<file path="config.mk">
export PLATFORM = sky130hd
export DESIGN_NAME = fpa_div_cell
export DESIGN_NICKNAME = d
export VERILOG_FILES = /design/src/design/fpa_pkg.sv /design/src/design/fpa_div_cell.sv
export SDC_FILE = /design/constraint.sdc
export NUM_CORES = 1
export LEC_CHECK = 0
export ABC_AREA = 1
export BUFFER_PORTS_ARGS = -buffer_cell sky130_fd_sc_hd__buf_2
export CELL_PAD_IN_SITES_DETAIL_PLACEMENT = 1
export CELL_PAD_IN_SITES_GLOBAL_PLACEMENT = 2
export CORE_ASPECT_RATIO = 2
export CORE_MARGIN = 2
export CORE_UTILIZATION = 28
export DETAILED_ROUTE_END_ITERATION = 7
export PLACE_DENSITY_LB_ADDON = 0.25
export SYNTH_ARGS = -nofsm -noshare
export SYNTH_HDL_FRONTEND = slang
export SYNTH_SLANG_ARGS = --single-unit
</file>
<file path="constraint.sdc">
create_clock -name clock -period 3.1 [get_ports clock]
set_clock_uncertainty 0.2 [all_clocks]
set_input_delay 0.465 -clock clock [delete_from_list [all_inputs] [get_ports clock]]
set_output_delay 0.465 -clock clock [all_outputs]
set_load 0.05 [all_outputs]
</file>
<file path="src/design/fpa_pkg.sv">
// Package for the fixed-point ALU: operation codes, widths and the per-stage
// record carried down the pipeline of divider cells. No dependencies.
package fpa_pkg;

   localparam int WordWidth    = 32;
   localparam int FractionBits = 8;
   // quotient bits produced by the divider chain; numerator is 2*(|a| << F) + |b|,
   // so its magnitude needs WordWidth + FractionBits + 1 bits
   localparam int NumWidth     = WordWidth + FractionBits + 1;
   localparam int DenWidth     = WordWidth + 1;
   localparam int ProdWidth    = 2 * WordWidth;

   typedef enum logic [3:0] {
      OpAdd, OpSub, OpMul, OpDiv, OpGt, OpLt, OpGe, OpLe,
      OpEq, OpNe, OpMin, OpMax, OpInc, OpDec, OpToInt, OpFromInt
   } op_type;

   // Record handed from one cell to the next every cycle in which the pipeline advances.
   typedef struct packed {
      logic                  valid;
      logic                  is_div;
      logic                  negative;   // sign of quotient
      logic [NumWidth-1:0]   num;        // remaining numerator bits, shifted left
      logic [DenWidth:0]     rem;        // partial remainder
      logic [DenWidth-1:0]   den;        // 2*|b|
      logic [NumWidth-1:0]   quo;        // quotient bits so far
      logic [WordWidth-1:0]  result;     // result for non-divide operations
      logic                  cmp;
      logic                  ovf;
      logic                  dz;
   } stage_type;

   localparam logic signed [WordWidth-1:0] WordMax = {1'b0, {(WordWidth-1){1'b1}}};
   localparam logic signed [WordWidth-1:0] WordMin = {1'b1, {(WordWidth-1){1'b0}}};

endpackage

</file>
<file path="src/design/fpa_div_cell.sv">
// One restoring-division cell: takes one numerator bit per cycle while enabled and hands
// the updated record to its neighbour. Uses fpa_pkg::stage_type.
module fpa_div_cell (
   input  logic               clock,
   input  logic               reset,
   input  logic               enable,
   input  fpa_pkg::stage_type stage_in,
   output fpa_pkg::stage_type stage_out
);
   localparam int D = fpa_pkg::DenWidth;
   localparam int N = fpa_pkg::NumWidth;

   fpa_pkg::stage_type s_ff, s_in;
   logic [D:0] trial;
   logic [D+1:0] diff;

   always_comb begin
      s_in  = stage_in;
      trial = {stage_in.rem[D-1:0], stage_in.num[N-1]};
      diff  = {1'b0, trial} - {2'b00, stage_in.den};
      s_in.num = {stage_in.num[N-2:0], 1'b0};
      if (!diff[D+1]) begin
         s_in.rem = diff[D:0];
         s_in.quo = {stage_in.quo[N-2:0], 1'b1};
      end else begin
         s_in.rem = trial;
         s_in.quo = {stage_in.quo[N-2:0], 1'b0};
      end
   end

   always_ff @(posedge clock) begin
      if (reset) begin
         s_ff.valid <= 1'b0;
      end else if (enable) begin
         s_ff.valid <= s_in.valid;
      end
      if (enable) begin
         s_ff.is_div   <= s_in.is_div;
         s_ff.negative <= s_in.negative;
         s_ff.num      <= s_in.num;
         s_ff.rem      <= s_in.rem;
         s_ff.den      <= s_in.den;
         s_ff.quo      <= s_in.quo;
         s_ff.result   <= s_in.result;
         s_ff.cmp      <= s_in.cmp;
         s_ff.ovf      <= s_in.ovf;
         s_ff.dz       <= s_in.dz;
      end
   end

   assign stage_out = s_ff;
endmodule

</file>
==> summary.txt <==
Run status
  – Status: complete, no violations

Drt
  – Residual DRC: 0
  – DRT Wirelength: 34.5 mm
  – Initial DRC Count: 279
  – Antenna viol nets, final: 0
  – Drt wl/cell: 19.9 um
  – Routed vias/inst: 4.48
  – Drt pass-1 iters: 4
  – DR vias: 7743

Floorplanning
  – Core Footprint: 30200 sq um
  – Initial core utilization: 28.4%
  – Die area: 32100 sq um
  – Die X: 128 um
  – Die height: 251 um
  – I/O pins: 377
  – Std cell rows: 90

Hold path
  – Type of the worst min-delay path: input port to flip-flop
  – Hold path depth: 1

Setup path
  – Crit path buf inv count: 3
  – Critical path fanouts, max: 3
  – CP Depth: 15
  – CP dominant cell by count: nand2_1
  – Worst path top cell family by delay: simple AND/OR/NAND/NOR gates
  – FF-to-FF path depth: 2
  – Critical Path Sink Type: flip-flop
  – WS Path Type: input port to flip-flop
  – Slowest stage delay, CP: 0.53 ns
  – Crit path DAT: 2.92 ns
  – Critical-path cell list: dlygate4sd3_1 > buf_2 > ha_1 > inv_1 > fa_1 > nand2_1 > nand2_2 > nand3_1 > nand2_1 > nand2_1 > nand2_1 > nand2_1 > nand3_1 > nand3_1 > nand2_1
  – Startpoint Class: input port
  – CP required: 3.09 ns
  – Crit path max-delay cell type: dlygate4sd3_1

Synth
  – Top FF cell, synth: edfxtp_1
  – Most frequent cell after synthesis: nand2_1
  – Yosys top cell area share: 64.8%
  – Seq cells post-synth: 186
  – Area contributors post-synth: edfxtp_1, nand2_1, inv_1, ha_1, nand3_1
  – Sequential cell area fraction in the yosys report: 65.0%
  – Yosys cell types: 31
  – Syn avg cell area: 10.5 sq um
  – Largest area contributor in the netlist: edfxtp_1
  – Syn Nets: 1037
  – Commonest cells in the netlist: nand2_1, edfxtp_1, inv_1, nor2_1, nand3_1
  – Synth Instances: 813
  – Post-synth EDFFs: 185
  – Async SR Flop Fraction: 0%
  – Mapped cell area: 8570 sq um
  – Synth warn: 0

Layout
  – Register area: 5580 sq um
  – Fill cells: 3504
  – Multi-input gate area: 2440 sq um
  – Syn-to-layout area delta: 51.0%
  – Final core utilization: 42.9%
  – Max reg flops: 186
  – Fin area: 12900 sq um
  – Nets@finish: 1573
  – Layout cells sized above 1: 31.6%

STA
  – Final Slew Violations: 0
  – Hold Fails Final Rpt: 0
  – Worst hold slack: 0.0320 ns
  – Fmax: 342 MHz
  – RSZ-0062 raised after global routing: false
  – Min cycle time layout: 2.92 ns
  – Post-route setup slack: 0.175 ns
  – Measured slew at the worst slew-check pin: 0.630 ns
  – Setup TNS: 0 ns
  – Tcrit/Tclk final: 94.4%
  – Relative slew slack: 58.0%
  – Final setup viols: 0

Place
  – Post-placement cell area: 11000 sq um
  – Port bufs: 373
  – DP Worst Slack: 0.150 ns
  – RD Place Congestion: 0.894
  – Detailed Place HPWL: 26.2 mm

Global route
  – Antenna violations before repair: 3
  – Vias in the first global route: 8469
  – Total track usage: 21.3%
  – Largest net degree at the start of global routing: 96
  – First-pass GRT wire length: 49.7 mm
  – GRT overflow: 0

Clock network
  – CTS clk-pin slew, worst paths: 0.07 ns
  – CTS sink count: 186
  – CTS max path bufs: 2
  – Total CTS buffers: 17
  – H-tree depth: 4
  – CTS tree: built
  – Root Buffer: clkbuf_16
  – Clk_lat worst skew: 0.43 ns

Power
  – PD cells: 570 nW/um^2
  – Pleak: 0.00624 uW
  – Maximum vdd drop: 0.000351 V

Job
  – Max_cap viols: 0
==> power breakdown <==
part           total (uW)  leakage [uW]  switching (uW)  internal, uW
sequential           3100       0.00182            61.6          3040
clock                2210      0.000286            1070          1140
combinational        2070       0.00413            1500           565
==> cells by family (layout without fill, tap and decap cells) <==
logic type	Yosys count	after routing	share of synthesized area, %
flops	186	186	65.0
simple gates	404	404	19.5
other cells	1	2	0.0437
xor+xnor	15	15	1.53
fa+ha+maj	34	34	5.05
compound gates	35	35	2.31
buf+inv	137	685	6.46
mux	1	1	0.117
==> per-layer routing <==
metal | GRT usage, % | share of wire, % | up-vias
met5 | 0 | 0.078 | -
met4 | 10.5 | 4.4 | 4
met3 | 5.47 | 6.3 | 58
met2 | 43.1 | 58 | 288
met1 | 18.6 | 31 | 3669
li1 | - | - | 3724
==> placed cells by master, fill, tap and decap left out, drive strengths merged, types with 4 or more instances in the layout <==
cell | netlist | final
nor4 | 4 | 4
o21bai | 5 | 5
nor2 | 46 | 46
inv | 130 | 136
xor2 | 14 | 14
edfxtp | 185 | 185
clkinv | 0 | 7
ha | 33 | 33
dlygate4sd3 | 0 | 140
nand2 | 292 | 292
nand3 | 39 | 39
clkbuf | 0 | 18
nand3b | 8 | 8
buf | 7 | 383
nor3 | 9 | 9
o21ai | 6 | 6
a21oi | 23 | 23
==> metrics by stage <==
step	instances	power (uW)
detailed placement	1558	5090
global placement	1558	5060
floorplan	813	4440
global route	1730	7700
finish	1730	7370
CTS	1729	7470
==> what timing repair did <==
item / in CTS / in global routing
setup endpoints to repair: 0 / 33
buffers inserted: 0 / 0
gates resized for setup: 0 / 1
hold endpoints to repair: 140 / 0
hold buffers: 140 / 0
==> final cells by class <==
class,count,area share (%)
clock inverters,14,1.23
diodes,1,0.0193
multi-input cells,490,18.9
clock buffers,17,3.29
well taps,368,3.56
flip-flops and latches,186,43.1
repair buffers,524,26.1
inverters,130,3.81
==> path summary, 6_finish.rpt <==
path              slack [ns]              to           start
setup reg to reg        2.30  stage_out[186]  stage_out[186]
setup / recovery        0.18  stage_out[141]    stage_in[76]
hold / removal          0.03  stage_out[176]   stage_in[175]
hold reg to reg         0.33  stage_out[186]  stage_out[186]
No activity file was read; power rests on OpenSTA's default activity.
