File: src/design/fpa_pkg.sv
// Package for the fixed-point ALU: operation codes, widths and the per-stage
// record carried down the pipeline of divider cells. No dependencies.
package fpa_pkg;

   localparam int WordWidth    = 32;
   localparam int FractionBits = 8;
   // quotient bits produced by the divider chain; numerator is 2*(|a| << F) + |b|,
   // so its magnitude needs WordWidth + FractionBits + 1 bits
   localparam int NumWidth     = WordWidth + FractionBits + 1;
   localparam int DenWidth     = WordWidth + 1;
   localparam int ProdWidth    = 2 * WordWidth;

   typedef enum logic [3:0] {
      OpAdd, OpSub, OpMul, OpDiv, OpGt, OpLt, OpGe, OpLe,
      OpEq, OpNe, OpMin, OpMax, OpInc, OpDec, OpToInt, OpFromInt
   } op_type;

   // Record handed from one cell to the next every cycle in which the pipeline advances.
   typedef struct packed {
      logic                  valid;
      logic                  is_div;
      logic                  negative;   // sign of quotient
      logic [NumWidth-1:0]   num;        // remaining numerator bits, shifted left
      logic [DenWidth:0]     rem;        // partial remainder
      logic [DenWidth-1:0]   den;        // 2*|b|
      logic [NumWidth-1:0]   quo;        // quotient bits so far
      logic [WordWidth-1:0]  result;     // result for non-divide operations
      logic                  cmp;
      logic                  ovf;
      logic                  dz;
   } stage_type;

   localparam logic signed [WordWidth-1:0] WordMax = {1'b0, {(WordWidth-1){1'b1}}};
   localparam logic signed [WordWidth-1:0] WordMin = {1'b1, {(WordWidth-1){1'b0}}};

endpackage

File: src/design/fpa_front.sv
// Entry stage: decodes the operation, computes all non-divide results and
// the registered 64-bit product, and prepares divider operands. Uses fpa_pkg.
module fpa_front (
   input  logic                                 clock,
   input  logic                                 reset,
   input  logic                                 enable,
   input  logic                                 in_valid,
   input  logic [3:0]                           operation,
   input  logic signed [fpa_pkg::WordWidth-1:0] operand_a,
   input  logic signed [fpa_pkg::WordWidth-1:0] operand_b,
   output fpa_pkg::stage_type                   stage_out
);
   localparam int W = fpa_pkg::WordWidth;
   localparam int F = fpa_pkg::FractionBits;

   // first register: operands and decoded control
   logic              v1_ff, v1_in;
   fpa_pkg::op_type   op1_ff;
   logic signed [W-1:0] a1_ff, b1_ff;
   logic signed [fpa_pkg::ProdWidth-1:0] prod_ff;

   always_ff @(posedge clock) begin
      if (reset) begin
         v1_ff <= 1'b0;
      end else if (enable) begin
         v1_ff <= v1_in;
      end
      if (enable) begin
         op1_ff  <= fpa_pkg::op_type'(operation);
         a1_ff   <= operand_a;
         b1_ff   <= operand_b;
         prod_ff <= fpa_pkg::ProdWidth'(operand_a) * fpa_pkg::ProdWidth'(operand_b);
      end
   end
   assign v1_in = in_valid;

   function automatic logic signed [W-1:0] sat(input logic signed [W+F+1:0] v,
                                               output logic o);
      begin
         o = 1'b0;
         if (v > (W+F+2)'(fpa_pkg::WordMax)) begin
            o = 1'b1;
            sat = fpa_pkg::WordMax;
         end else if (v < (W+F+2)'(fpa_pkg::WordMin)) begin
            o = 1'b1;
            sat = fpa_pkg::WordMin;
         end else begin
            sat = v[W-1:0];
         end
      end
   endfunction

   logic signed [W+F+1:0] ax, bx;
   logic [fpa_pkg::ProdWidth-1:0] pmag, pround;
   logic pneg;
   logic signed [W+F+1:0] mulx;
   logic [W-1:0] amag, bmag;
   fpa_pkg::stage_type s;
   logic o;

   always_comb begin
      ax   = (W+F+2)'(a1_ff);
      bx   = (W+F+2)'(b1_ff);
      pneg = prod_ff[fpa_pkg::ProdWidth-1];
      pmag = pneg ? -prod_ff : prod_ff;
      pround = (pmag + (fpa_pkg::ProdWidth)'(1 << (F-1))) >> F;
      // |p| <= 2^62; the rounded magnitude is clamped to 2^(W+F), which fits the W+F+2-bit signed mulx
      if (pround > fpa_pkg::ProdWidth'(1) << (W+F)) begin
         mulx = pneg ? -((W+F+2)'(1) << (W+F)) : ((W+F+2)'(1) << (W+F));
      end else begin
         mulx = pneg ? -(W+F+2)'(pround) : (W+F+2)'(pround);
      end
      amag = a1_ff[W-1] ? W'(-a1_ff) : W'(a1_ff);
      bmag = b1_ff[W-1] ? W'(-b1_ff) : W'(b1_ff);

      s          = '0;
      s.valid    = v1_ff;
      s.negative = a1_ff[W-1] ^ b1_ff[W-1];
      // 2n + d over 2d gives the quotient rounded half away from zero
      s.num      = fpa_pkg::NumWidth'({amag, {F{1'b0}}, 1'b0}) + fpa_pkg::NumWidth'(bmag);
      s.den      = {bmag, 1'b0};
      o          = 1'b0;
      unique case (op1_ff)
         fpa_pkg::OpAdd:     begin s.result = sat(ax + bx, o); s.ovf = o; end
         fpa_pkg::OpSub:     begin s.result = sat(ax - bx, o); s.ovf = o; end
         fpa_pkg::OpMul:     begin s.result = sat(mulx, o); s.ovf = o; end
         fpa_pkg::OpDiv: begin
            if (b1_ff == '0) begin
               s.dz     = 1'b1;
               s.result = a1_ff[W-1] ? fpa_pkg::WordMin : fpa_pkg::WordMax;
            end else begin
               s.is_div = 1'b1;
            end
         end
         fpa_pkg::OpGt:      s.cmp = a1_ff > b1_ff;
         fpa_pkg::OpLt:      s.cmp = a1_ff < b1_ff;
         fpa_pkg::OpGe:      s.cmp = a1_ff >= b1_ff;
         fpa_pkg::OpLe:      s.cmp = a1_ff <= b1_ff;
         fpa_pkg::OpEq:      s.cmp = a1_ff == b1_ff;
         fpa_pkg::OpNe:      s.cmp = a1_ff != b1_ff;
         fpa_pkg::OpMin:     s.result = (a1_ff < b1_ff) ? a1_ff : b1_ff;
         fpa_pkg::OpMax:     s.result = (a1_ff > b1_ff) ? a1_ff : b1_ff;
         fpa_pkg::OpInc:     begin s.result = sat(ax + 1, o); s.ovf = o; end
         fpa_pkg::OpDec:     begin s.result = sat(ax - 1, o); s.ovf = o; end
         fpa_pkg::OpToInt:   s.result = a1_ff >>> F;
         fpa_pkg::OpFromInt: begin s.result = sat(ax <<< F, o); s.ovf = o; end
         default:            s.result = '0;
      endcase
   end

   assign stage_out = s;
endmodule

File: config.mk
export PLATFORM = sky130hd
export DESIGN_NAME = fpa_front
export DESIGN_NICKNAME = d
export VERILOG_FILES = /design/src/design/fpa_pkg.sv /design/src/design/fpa_front.sv
export SDC_FILE = /design/constraint.sdc
export NUM_CORES = 2
export LEC_CHECK = 0
export BUFFER_PORTS_ARGS = -buffer_cell sky130_fd_sc_hd__clkbuf_2
export CAP_MARGIN = 10
export CORE_MARGIN = 2
export CORE_UTILIZATION = 45
export DETAILED_ROUTE_END_ITERATION = 7
export GPL_TIMING_DRIVEN = 0
export SYNTH_ARGS = -nofsm -noshare
export SYNTH_HDL_FRONTEND = slang
export SYNTH_SLANG_ARGS = --single-unit
export TNS_END_PERCENT = 20
File: constraint.sdc
create_clock -name clock -period 12.7 [get_ports clock]
set_clock_uncertainty 0.2 [all_clocks]
set_input_delay 1.905 -clock clock [delete_from_list [all_inputs] [get_ports clock]]
set_output_delay 1.905 -clock clock [all_outputs]
set_load 0.02 [all_outputs]
==> results.cfg <==
[finish]
fin_nets = 8256
fillers = 12000
syn2layout_area_growth_pct = 7.17
fin_util_pct = 48.7
drive_gt1_share_pct = 6.56

[clock_network]
htreeDepth = 4
clock-root-buffer = clkbuf_16
holdBufCountCts = 0
cts_tree = done
cts_buffer_depth = 2
cts-buffers-inserted = 17
clkTransAtPathRegs_ps = 60
clkSinkCount = 133
clk_latency_ps = 420

[synth]
synth.largest_area_cell = fa_1
synth_common_cells = inv_1, fa_1, nand2_1
synth-seq-cells = 133
ys_types = 101
yosysMostFrequentCell = inv_1
synth_area_per_cell_um2 = 8.48
synth_seq_area_share_pct = 7.18
synthArstFlopShare_pct = 0
synth_area_um2 = 55500
yosysWarnings = 0
synth_top_area_share_pct = 39.1
post_synth_main_area_contributors = fa_1, inv_1, edfxtp_1
synth_edf_count = 132
netlist_instances = 6545
ys.flop_type = edfxtp_1

[setup_path]
critPathLaunchType = input port
crit_slowest_cell = clkdlybuf4s15_1
critPathKind = in2reg
cp.required_ps = 12710
slowest_delay_ps = 750
cp.arrival_ps = 12510
critPathCaptureType = flip-flop
cp_top_family = adder cells
cp_num_buf_inv = 8
cpMostUsedCell = fa_1
worstPathMaxFanout = 10

[drt]
drc = 10
viasPerCell = 5.73
num_vias = 48500
dr.pass1.iters = 8
dr.first_iter.drc_count = 5081
ant_nets = 0
routedWlPerCell_um = 26.5
wl_mm = 224

[timing]
max_slew.worst_pin.slew_ps = 1280
setup_violations = 0
post-route-period-util_pct = 98.4
final-hold-violation-count = 0
whs_ps = 302
worst_slack_ps = 198
grt_setup_unrepaired = true
fmaxAchievable_ghz = 0.0800
slew_headroom_pct = 14.8
period_minus_slack_ps = 12500
slew_violations = 0

[floorplanning]
die_height_um = 355
io_pins = 259
fp.dieW_um = 355
core_area_um2 = 122000
rows = 128
initial_core_util_pct = 45.5
die_area_um2 = 126000

[grt]
grt_pass1_wl_mm = 328
antenna_found_initial = 12
grtUsageTotal_pct = 35.6
grt_start_max_net_pins = 120
first_global_vias = 48500
grt_overflow = 0

[place]
place_congestion = 1.03
portBuffers = 182
place_ws_ps = -3930
hpwl_mm = 191

[flow_run]
cap_viol_max_count = 0

[run_status]
outcome = finished with violations
violations = design-rule violations

[hold_path]
hold_path_class = reg2reg
-- layout make-up --
cell class	instances	area (um2)	share of cell area (%)
sequential	133	3980	6.70
clock inverter	14	149	0.250
timing repair buffer	188	987	1.66
inverter	1273	4780	8.04
clock buffer	18	429	0.722
antenna	5	12.5	0.0210
multi-input combinational	4756	45000	75.6
buffer	452	2110	3.55
tap	1625	2030	3.42
-- cell usage in the layout, fill, tap and decap left out, types with 17 or more instances in the layout --
master / instances
inv_1: 1273
fa_1: 1084
nand2_1: 960
clkbuf_1: 333
and2_1: 284
ha_1: 277
a21oi_1: 232
nor2_1: 228
xnor2_1: 209
clkbuf_2: 188
o21ai_0: 184
edfxtp_1: 132
xor2_1: 122
nor3_1: 94
buf_4: 90
nand3_1: 84
conb_1: 76
a21o_1: 64
nand2b_1: 59
nand4_1: 50
or3_1: 41
o31ai_1: 41
nor4_1: 38
nor2b_1: 33
o21bai_1: 32
a31oi_1: 31
and3_1: 30
o211ai_1: 27
or4_1: 24
or2_2: 23
mux2_2: 23
a211oi_1: 22
a22oi_1: 19
nand3b_1: 18
o41ai_1: 17
o22ai_1: 17
mux2i_1: 17
o221ai_1: 17
clkbuf_16: 17
-- per-stage QoR --
| stage | setup TNS, ps | instance area, um2 | cells |
|---|---|---|---|
| 3_5_place_dp | -117830 | 58800 | 8430 |
| 5_1_grt | -107 | 59400 | 8459 |
| 3_3_place_gp | -120930 | 58700 | 8427 |
| 4_1_cts | 0 | 59400 | 8458 |
| 6_report | 0 | 59500 | 8464 |
| 2_1_floorplan | 0 | 55800 | 6620 |
-- cell families (layout without fill, tap and decap cells) --
family	count (synthesis)	in the layout	share of synthesized area, %
and+or+nand+nor	2039	2039	17.8
muxes	40	40	0.773
DFF	133	133	7.18
buffers and inverters	1731	1945	12.4
AOI/OAI and AO/OA	907	907	11.2
xor gates and xnor gates	331	331	5.23
other	1	81	0.00676
adders and majority gates	1363	1363	45.4
-- path summary, 6_finish.rpt --
path                               startpoint           to  slack [ps]  cells past startpoint
worst max-delay path            operand_a[17]  prod_ff[63]         200                     34
worst min-delay path                    v1_ff        v1_ff         300                      2
worst max register to register          v1_ff        v1_ff       11920                      2
worst min register to register          v1_ff        v1_ff         300                      2
-- registers in the layout, indices dropped and copies added (netlist names) --
| signal | flops |
|---|---|
| v1_ff | 1 |
| b1_ff | 32 |
| a1_ff | 32 |
| prod_ff | 64 |
| op1_ff | 4 |
-- worst min-delay path, cell delays in order (launching register included) --
cell and delay (ps):
dfxtp_1 320, mux2i_1 60, nor2_1 80
-- repair_timing --
action | CTS | global route
setup endpoints to repair | 33 | 36
buffers inserted | 1 | 0
pin swaps | 0 | 1
gates resized for setup | 17 | 10
-- metal layers --
| metal | vias up | GRT usage, % | wire [um] |
|---|---|---|---|
| met5 | - | 0 | 65 |
| met4 | 10 | 20.4 | 15600 |
| met3 | 516 | 6.63 | 20600 |
| met2 | 2484 | 56.3 | 101000 |
| met1 | 24500 | 46.0 | 87000 |
| li1 | 21000 | - | - |
Power is not shown: default switching activity piles up to over one toggle a cycle in this logic, so the estimate is an artifact.
